`config.mk`:
```
export PLATFORM = sky130hd
export DESIGN_NAME = merge_and_bubble_sort_top
export DESIGN_NICKNAME = d
export VERILOG_FILES = /design/src/hw/rtl/mbs_pkg.sv /design/src/hw/rtl/mbs_mem.sv /design/src/hw/rtl/mbs_seq.sv /design/src/hw/rtl/merge_and_bubble_sort_top.sv
export SDC_FILE = /design/constraint.sdc
export NUM_CORES = 2
export LEC_CHECK = 0
export BUFFER_PORTS_ARGS = -buffer_cell sky130_fd_sc_hd__buf_2
export CORE_UTILIZATION = 46
export DETAILED_ROUTE_END_ITERATION = 7
export GPL_ROUTABILITY_DRIVEN = 0
export PLACE_DENSITY_LB_ADDON = 0.25
export SLEW_MARGIN = 15
export SYNTH_ARGS = -nofsm -noshare
export SYNTH_HDL_FRONTEND = slang
export SYNTH_SLANG_ARGS = --single-unit
```
`constraint.sdc`:
```
create_clock -name clk -period 10.4 [get_ports clk]
set_input_delay 0.52 -clock clk [delete_from_list [all_inputs] [get_ports clk]]
set_output_delay 0.52 -clock clk [all_outputs]
set_load 0.05 [all_outputs]
```
`src/hw/rtl/mbs_pkg.sv`:
```
// ----------------------------------------------------------------------------
// mbs_pkg
// shared types and constants for the merge and bubble sort block
// ----------------------------------------------------------------------------
package mbs_pkg;

    localparam int DATA_W = 32;

    typedef logic signed [DATA_W-1:0] data_t;

endpackage

```
`src/hw/rtl/mbs_mem.sv`:
```
// ----------------------------------------------------------------------------
// mbs_mem
// element store: one write port, one read port, registered read data
// ----------------------------------------------------------------------------
module mbs_mem
    import mbs_pkg::*;
#(
    parameter int CAPACITY = 64,
    localparam int AW = $clog2(CAPACITY)
)
(
    input  logic          clk,
    input  logic          wr_en,
    input  logic [AW-1:0] wr_addr,
    input  data_t         wr_data,
    input  logic          rd_en,
    input  logic [AW-1:0] rd_addr,
    output data_t         rd_data
);

    data_t mem [CAPACITY];
    data_t rd_data_reg;

    always_ff @(posedge clk)
    begin
        if (wr_en)
        begin
            mem[wr_addr] <= wr_data;
        end
        if (rd_en)
        begin
            rd_data_reg <= mem[rd_addr];
        end
    end

    assign rd_data = rd_data_reg;

endmodule

```
`src/hw/rtl/mbs_seq.sv`:
```
// ----------------------------------------------------------------------------
// mbs_seq
// load, sort and emit sequencer: drives the element store and holds the
// result register
// ----------------------------------------------------------------------------
module mbs_seq
    import mbs_pkg::*;
#(
    parameter int CAPACITY = 64,
    localparam int AW = $clog2(CAPACITY),
    localparam int CW = $clog2(CAPACITY + 1)
)
(
    input  logic          clk,
    input  logic          rst_n,
    input  logic          in_valid,
    output logic          in_ready,
    input  data_t         element_value,
    input  logic          end_of_set,
    output logic          out_valid,
    input  logic          out_ready,
    output data_t         sorted_value,
    output logic          last_result,
    output logic          overflowed,
    output logic          mem_wr_en,
    output logic [AW-1:0] mem_wr_addr,
    output data_t         mem_wr_data,
    output logic          mem_rd_en,
    output logic [AW-1:0] mem_rd_addr,
    input  data_t         mem_rd_data
);

    typedef enum logic [2:0] {
        S_LOAD,
        S_FIRST,
        S_SECOND,
        S_PASS,
        S_TAIL,
        S_EMIT_RD,
        S_EMIT_LD
    } state_t;

    state_t        state_reg, state_next;
    logic [CW-1:0] count_reg, count_next;
    logic          ovf_reg, ovf_next;
    logic          set_ovf_reg, set_ovf_next;
    logic [AW-1:0] lim_reg, lim_next;
    logic [AW-1:0] idx_reg, idx_next;
    logic [AW-1:0] emit_last_reg, emit_last_next;
    data_t         cur_reg, cur_next;
    logic          out_valid_reg, out_valid_next;
    data_t         out_value_reg, out_value_next;
    logic          out_last_reg, out_last_next;
    logic          out_ovf_reg, out_ovf_next;

    logic          in_fire;
    logic          out_fire;
    logic          full;
    logic [CW-1:0] count_new;
    logic [AW-1:0] top_idx;

    assign in_ready  = (state_reg == S_LOAD);
    assign in_fire   = in_valid & in_ready;
    assign out_fire  = out_valid_reg & out_ready;
    assign full      = (count_reg == CW'(CAPACITY));
    assign count_new = full ? count_reg : count_reg + CW'(1);
    assign top_idx   = AW'(count_new - CW'(1));

    always_comb
    begin
        state_next     = state_reg;
        count_next     = count_reg;
        ovf_next       = ovf_reg;
        set_ovf_next   = set_ovf_reg;
        lim_next       = lim_reg;
        idx_next       = idx_reg;
        emit_last_next = emit_last_reg;
        cur_next       = cur_reg;
        out_valid_next = out_fire ? 1'b0 : out_valid_reg;
        out_value_next = out_value_reg;
        out_last_next  = out_last_reg;
        out_ovf_next   = out_ovf_reg;
        mem_wr_en      = 1'b0;
        mem_wr_addr    = '0;
        mem_wr_data    = cur_reg;
        mem_rd_en      = 1'b0;
        mem_rd_addr    = '0;

        case (state_reg)
            S_LOAD:
            begin
                if (in_fire)
                begin
                    if (!full)
                    begin
                        mem_wr_en   = 1'b1;
                        mem_wr_addr = AW'(count_reg);
                        mem_wr_data = element_value;
                    end
                    count_next = count_new;
                    ovf_next   = ovf_reg | full;
                    if (end_of_set)
                    begin
                        set_ovf_next   = ovf_reg | full;
                        emit_last_next = top_idx;
                        lim_next       = top_idx;
                        idx_next       = '0;
                        count_next     = '0;
                        ovf_next       = 1'b0;
                        state_next     = (top_idx == '0) ? S_EMIT_RD : S_FIRST;
                    end
                end
            end
            S_FIRST:
            begin
                mem_rd_en   = 1'b1;
                mem_rd_addr = '0;
                state_next  = S_SECOND;
            end
            S_SECOND:
            begin
                cur_next    = mem_rd_data;
                mem_rd_en   = 1'b1;
                mem_rd_addr = AW'(1);
                idx_next    = AW'(1);
                state_next  = S_PASS;
            end
            S_PASS:
            begin
                // carry the larger value forward, drop the smaller one behind
                mem_wr_en   = 1'b1;
                mem_wr_addr = idx_reg - AW'(1);
                if (cur_reg > mem_rd_data)
                begin
                    mem_wr_data = mem_rd_data;
                end
                else
                begin
                    mem_wr_data = cur_reg;
                    cur_next    = mem_rd_data;
                end
                if (idx_reg == lim_reg)
                begin
                    state_next = S_TAIL;
                end
                else
                begin
                    mem_rd_en   = 1'b1;
                    mem_rd_addr = idx_reg + AW'(1);
                    idx_next    = idx_reg + AW'(1);
                end
            end
            S_TAIL:
            begin
                mem_wr_en   = 1'b1;
                mem_wr_addr = lim_reg;
                mem_wr_data = cur_reg;
                if (lim_reg == AW'(1))
                begin
                    idx_next   = '0;
                    state_next = S_EMIT_RD;
                end
                else
                begin
                    lim_next   = lim_reg - AW'(1);
                    state_next = S_FIRST;
                end
            end
            S_EMIT_RD:
            begin
                if (!out_valid_reg || out_ready)
                begin
                    mem_rd_en   = 1'b1;
                    mem_rd_addr = idx_reg;
                    state_next  = S_EMIT_LD;
                end
            end
            S_EMIT_LD:
            begin
                out_valid_next = 1'b1;
                out_value_next = mem_rd_data;
                out_last_next  = (idx_reg == emit_last_reg);
                out_ovf_next   = set_ovf_reg;
                if (idx_reg == emit_last_reg)
                begin
                    state_next = S_LOAD;
                end
                else
                begin
                    idx_next   = idx_reg + AW'(1);
                    state_next = S_EMIT_RD;
                end
            end
            default:
            begin
                state_next = S_LOAD;
            end
        endcase
    end

    always_ff @(posedge clk or negedge rst_n)
    begin
        if (!rst_n)
        begin
            state_reg     <= S_LOAD;
            count_reg     <= '0;
            ovf_reg       <= 1'b0;
            out_valid_reg <= 1'b0;
        end
        else
        begin
            state_reg     <= state_next;
            count_reg     <= count_next;
            ovf_reg       <= ovf_next;
            out_valid_reg <= out_valid_next;
        end
    end

    always_ff @(posedge clk)
    begin
        set_ovf_reg   <= set_ovf_next;
        lim_reg       <= lim_next;
        idx_reg       <= idx_next;
        emit_last_reg <= emit_last_next;
        cur_reg       <= cur_next;
        out_value_reg <= out_value_next;
        out_last_reg  <= out_last_next;
        out_ovf_reg   <= out_ovf_next;
    end

    assign out_valid    = out_valid_reg;
    assign sorted_value = out_value_reg;
    assign last_result  = out_last_reg;
    assign overflowed   = out_ovf_reg;

endmodule

```
`src/hw/rtl/merge_and_bubble_sort_top.sv`:
```
// ----------------------------------------------------------------------------
// merge_and_bubble_sort_top
// gathers a set of signed 32-bit elements, bubble sorts them in a one-read
// one-write memory and streams them out in ascending order
// ----------------------------------------------------------------------------
// input channel: one element per transaction, end_of_set closes the set;
//   in_ready is high only while loading, so loading runs at one per cycle
// elements past CAPACITY are dropped and every result of that set is flagged
// sorting: each pass streams the unsorted part of the store once, read one
//   entry and write one entry back per cycle
// output channel: one result per transaction, read from the store and then
//   loaded into the result register; last_result marks the largest element
// a stalled receiver holds the result register; sorting is finished by then
//   and the sequencer simply waits; the last result may still be pending
//   while the next set loads
// reset clears the control state; the store needs no clearing
// ----------------------------------------------------------------------------
module merge_and_bubble_sort_top
    import mbs_pkg::*;
#(
    parameter int CAPACITY = 64
)
(
    input  logic  clk,
    input  logic  rst_n,
    input  logic  in_valid,
    output logic  in_ready,
    input  data_t element_value,
    input  logic  end_of_set,
    output logic  out_valid,
    input  logic  out_ready,
    output data_t sorted_value,
    output logic  last_result,
    output logic  overflowed
);

    localparam int AW = $clog2(CAPACITY);

    logic          mem_wr_en;
    logic [AW-1:0] mem_wr_addr;
    data_t         mem_wr_data;
    logic          mem_rd_en;
    logic [AW-1:0] mem_rd_addr;
    data_t         mem_rd_data;

    mbs_seq #(
        .CAPACITY (CAPACITY)
    ) u_seq (
        .clk           (clk),
        .rst_n         (rst_n),
        .in_valid      (in_valid),
        .in_ready      (in_ready),
        .element_value (element_value),
        .end_of_set    (end_of_set),
        .out_valid     (out_valid),
        .out_ready     (out_ready),
        .sorted_value  (sorted_value),
        .last_result   (last_result),
        .overflowed    (overflowed),
        .mem_wr_en     (mem_wr_en),
        .mem_wr_addr   (mem_wr_addr),
        .mem_wr_data   (mem_wr_data),
        .mem_rd_en     (mem_rd_en),
        .mem_rd_addr   (mem_rd_addr),
        .mem_rd_data   (mem_rd_data)
    );

    mbs_mem #(
        .CAPACITY (CAPACITY)
    ) u_mem (
        .clk     (clk),
        .wr_en   (mem_wr_en),
        .wr_addr (mem_wr_addr),
        .wr_data (mem_wr_data),
        .rd_en   (mem_rd_en),
        .rd_addr (mem_rd_addr),
        .rd_data (mem_rd_data)
    );

endmodule

```
==> results by group <==
Clocking
  • Maximum clock insertion buffer count: 3
  • Clock Pin Slew Worst Setup and Hold Paths: 0.06 ns
  • Count of cells resized by post-cts repair: 0
  • TritonCTS Buffers: 213
  • Root Buffer Master: sky130_fd_sc_hd__clkbuf_16
  • Post-CTS Setup Repair Bufs: 0
  • CTS tree: built
  • Clock H-tree levels: 4
  • Count of clock tree sinks: 2177
  • Insertion delay of the later-clocked pin in the worst-skew pair: 0.86 ns

Synth
  • Average cell area after synthesis: 14.2 um2
  • Ys async rst share: 0.00551
  • Synthesized netlist net count: 6184
  • Cell count after synthesis: 6106
  • Dominant cells by area after synthesis: sky130_fd_sc_hd__edfxtp_1 (75%), sky130_fd_sc_hd__nand2_1 (5.8%), sky130_fd_sc_hd__nand3_1 (2.1%)
  • Unique cell type count in the Yosys netlist: 70
  • Flops & latches, synth: 2177
  • Cell type with the largest total area after synthesis: sky130_fd_sc_hd__edfxtp_1
  • Commonest cells in the synthesized netlist: sky130_fd_sc_hd__edfxtp_1 (2165), sky130_fd_sc_hd__nand2_1 (1352), sky130_fd_sc_hd__nand3_1 (365), sky130_fd_sc_hd__clkbuf_1 (233), sky130_fd_sc_hd__a31oi_1 (231)
  • Cell with the most instances after synthesis: sky130_fd_sc_hd__edfxtp_1
  • Synth Warn #: 0
  • Sequential element share of the synthesized area: 0.751
  • Mapped Area: 87000 um2
  • Primary flip-flop cell chosen by synthesis mapping: sky130_fd_sc_hd__edfxtp_1
  • Post-synth EDFFs: 2165
  • Area fraction of the dominant cell type after synthesis: 0.748

Global routing
  • Wire length of the first global-routing pass: 374 mm
  • Global-route usage over all layers: 0.270
  • Grt total ovfl: 0
  • Pin count of the biggest net entering global routing: 169
  • Number of antenna violations at the first check in global routing: 7
  • Number of global-route vias before repair: 51700

Floorplan
  • Floorplan die height: 437 um
  • Die Span X: 437 um
  • Initial cell density of the core: 0.463
  • Die Area: 191000 um2
  • Core area: 188000 um2
  • Site Rows: 159
  • IO Count: 73

STA
  • Total Neg Setup Slack: 0 ns
  • Final setup violation count: 0
  • Share of the clock period used by the worst path: 0.537
  • Max transition margin: 0.178
  • Tightest Pin Transition: 1.23 ns
  • Final critical path time including I/O delays and setup: 5.59 ns
  • Fin. Hold Viols: 0
  • Final Slew Violations: 0
  • Post-Route Hold Slack: 0.101 ns
  • FMAX: 179 MHz
  • Setup repair after global routing missed its margin: false
  • Largest clock skew in the final design: 0.0766 ns

Route
  • Number of routed nets with antenna violations: 0
  • Sum of routed wire length over all layers: 263 mm
  • Total vias in the final route: 55100
  • DRC violation count after routing: 6
  • Violation count after the first detailed-route iteration: 7810
  • Detailed Routing Iterations Pass 1: 8
  • Via density per instance: 6.26
  • Routed WL per cell: 29.8 um

Placement
  • Post-DP Area: 90600 um2
  • HPWL after DPL: 129 mm
  • Port-buffer cells: 72

Cells and area
  • Share of layout cells above drive strength 1: 0.106
  • Most flop-heavy register: u_mem.mem
  • Cell area after layout: 97400 um2
  • Net count, final: 6207
  • Flip-flop count of the largest register, all copies and words added: 2048
  • Share of the core filled with cells in the final layout: 0.519
  • Area Growth Syn to Fin: 12.0%

Worst setup path
  • Startpoint type of the worst setup path: flop
  • Crit path required time: 10.99 ns
  • Arr. time, crit path: 6.18 ns
  • Worst setup path class: reg2reg
  • Worst-path maximum fanout: 124
  • Crit path capture type: flop

Status
  • Failing checks: design-rule violations
  • Run status: finished with violations

Worst hold path
  • Class of the most critical hold timing path: in2async

Run
  • Max capacitance violation total: 0
## final cells by class
type	instances	area, um2
Fill cell	15400	90400
Sequential cell	2177	65300
Timing Repair Buffer	228	1690
Multi-Input combinational cell	3463	20300
Inverter	46	173
Antenna cell	2	5.00
Tap cell	2495	3120
Clock buffer	267	5600
Clock inverter	128	1220
## metal layers
| metal | routed length (um) | track usage |
|---|---|---|
| met5 | 11 | 0 |
| met4 | 8880 | 0.0910 |
| met3 | 25900 | 0.0446 |
| met2 | 121000 | 0.421 |
| met1 | 107000 | 0.387 |
## through the flow
stage / instances / worst slack [ns]
final: 8806 / 4.81
after global routing: 8806 / 4.73
after CTS: 8804 / 4.96
after detailed placement: 8406 / 4.95
after global placement: 8406 / 4.96
after floorplan: 6106 / 4.01
## cells by family after synthesis
logic type / count (synthesis) / synth area share
adders and majority gates: 41 / 0.00590
buffers and inverters: 466 / 0.0244
DFF: 2177 / 0.751
AOI/OAI and AO/OA: 980 / 0.0819
xor gates and xnor gates: 36 / 0.00363
and+or+nand+nor: 2232 / 0.113
muxes: 174 / 0.0205
## cells in the final DEF (no fill, tap or decap), types with 19 or more instances in the layout
cell,netlist,layout
sky130_fd_sc_hd__a211oi_1,199,198
sky130_fd_sc_hd__a21o_2,0,25
sky130_fd_sc_hd__a21oi_1,93,93
sky130_fd_sc_hd__a22o_1,31,31
sky130_fd_sc_hd__a22oi_1,53,53
sky130_fd_sc_hd__a311oi_1,80,80
sky130_fd_sc_hd__a31oi_1,231,230
sky130_fd_sc_hd__a32oi_1,21,21
sky130_fd_sc_hd__and3_1,202,201
sky130_fd_sc_hd__buf_2,138,72
sky130_fd_sc_hd__buf_4,26,141
sky130_fd_sc_hd__bufinv_16,0,19
sky130_fd_sc_hd__clkbuf_1,233,51
sky130_fd_sc_hd__clkbuf_16,0,216
sky130_fd_sc_hd__clkinv_1,0,58
sky130_fd_sc_hd__clkinv_2,0,29
sky130_fd_sc_hd__edfxtp_1,2165,2165
sky130_fd_sc_hd__ha_1,41,41
sky130_fd_sc_hd__inv_1,46,46
sky130_fd_sc_hd__mux2i_1,159,159
sky130_fd_sc_hd__nand2_1,1352,1350
sky130_fd_sc_hd__nand3_1,365,364
sky130_fd_sc_hd__nand4_1,79,79
sky130_fd_sc_hd__nor2_1,116,42
sky130_fd_sc_hd__nor2_4,1,72
sky130_fd_sc_hd__nor3_1,56,56
sky130_fd_sc_hd__o21ai_0,42,42
sky130_fd_sc_hd__o221ai_1,38,38
sky130_fd_sc_hd__o22ai_1,33,33
sky130_fd_sc_hd__xor2_1,22,22
## repair_timing
action | in CTS | in global routing
hold buffers | 3 | 0
endpoints found under the setup margin | 0 | 0
endpoints found under the hold margin | 14 | 0
## final timing paths
check                      slack, ns         startpoint  cells past startpoint                 end
max                             4.81   u_seq.idx_reg[0]                     11   u_mem.rd_data[14]
min                             0.10              rst_n                      2  u_seq.count_reg[4]
max reg2reg                     4.81   u_seq.idx_reg[0]                     11   u_mem.rd_data[14]
min reg2reg                     0.42  u_seq.set_ovf_reg                      0    u_seq.overflowed
max in group asynchronous      10.06              rst_n                      2  u_seq.state_reg[1]
min in group clk                0.16           in_valid                      3  u_seq.state_reg[0]
## worst max-delay path, stage by stage (launching register included)
cell                       delay, ns
sky130_fd_sc_hd__edfxtp_1       0.61
sky130_fd_sc_hd__xor2_1         0.28
sky130_fd_sc_hd__or4_4          0.62
sky130_fd_sc_hd__a211oi_4       0.21
sky130_fd_sc_hd__buf_4          0.49
sky130_fd_sc_hd__nand2_8        0.58
sky130_fd_sc_hd__buf_12         0.46
sky130_fd_sc_hd__a211oi_1       0.37
sky130_fd_sc_hd__a311oi_1       0.08
sky130_fd_sc_hd__a311oi_1       0.73
sky130_fd_sc_hd__o21ai_0        0.39
sky130_fd_sc_hd__a211o_1        0.34
Power is not shown: default switching activity piles up to over one toggle a cycle in this logic, so the estimate is an artifact.
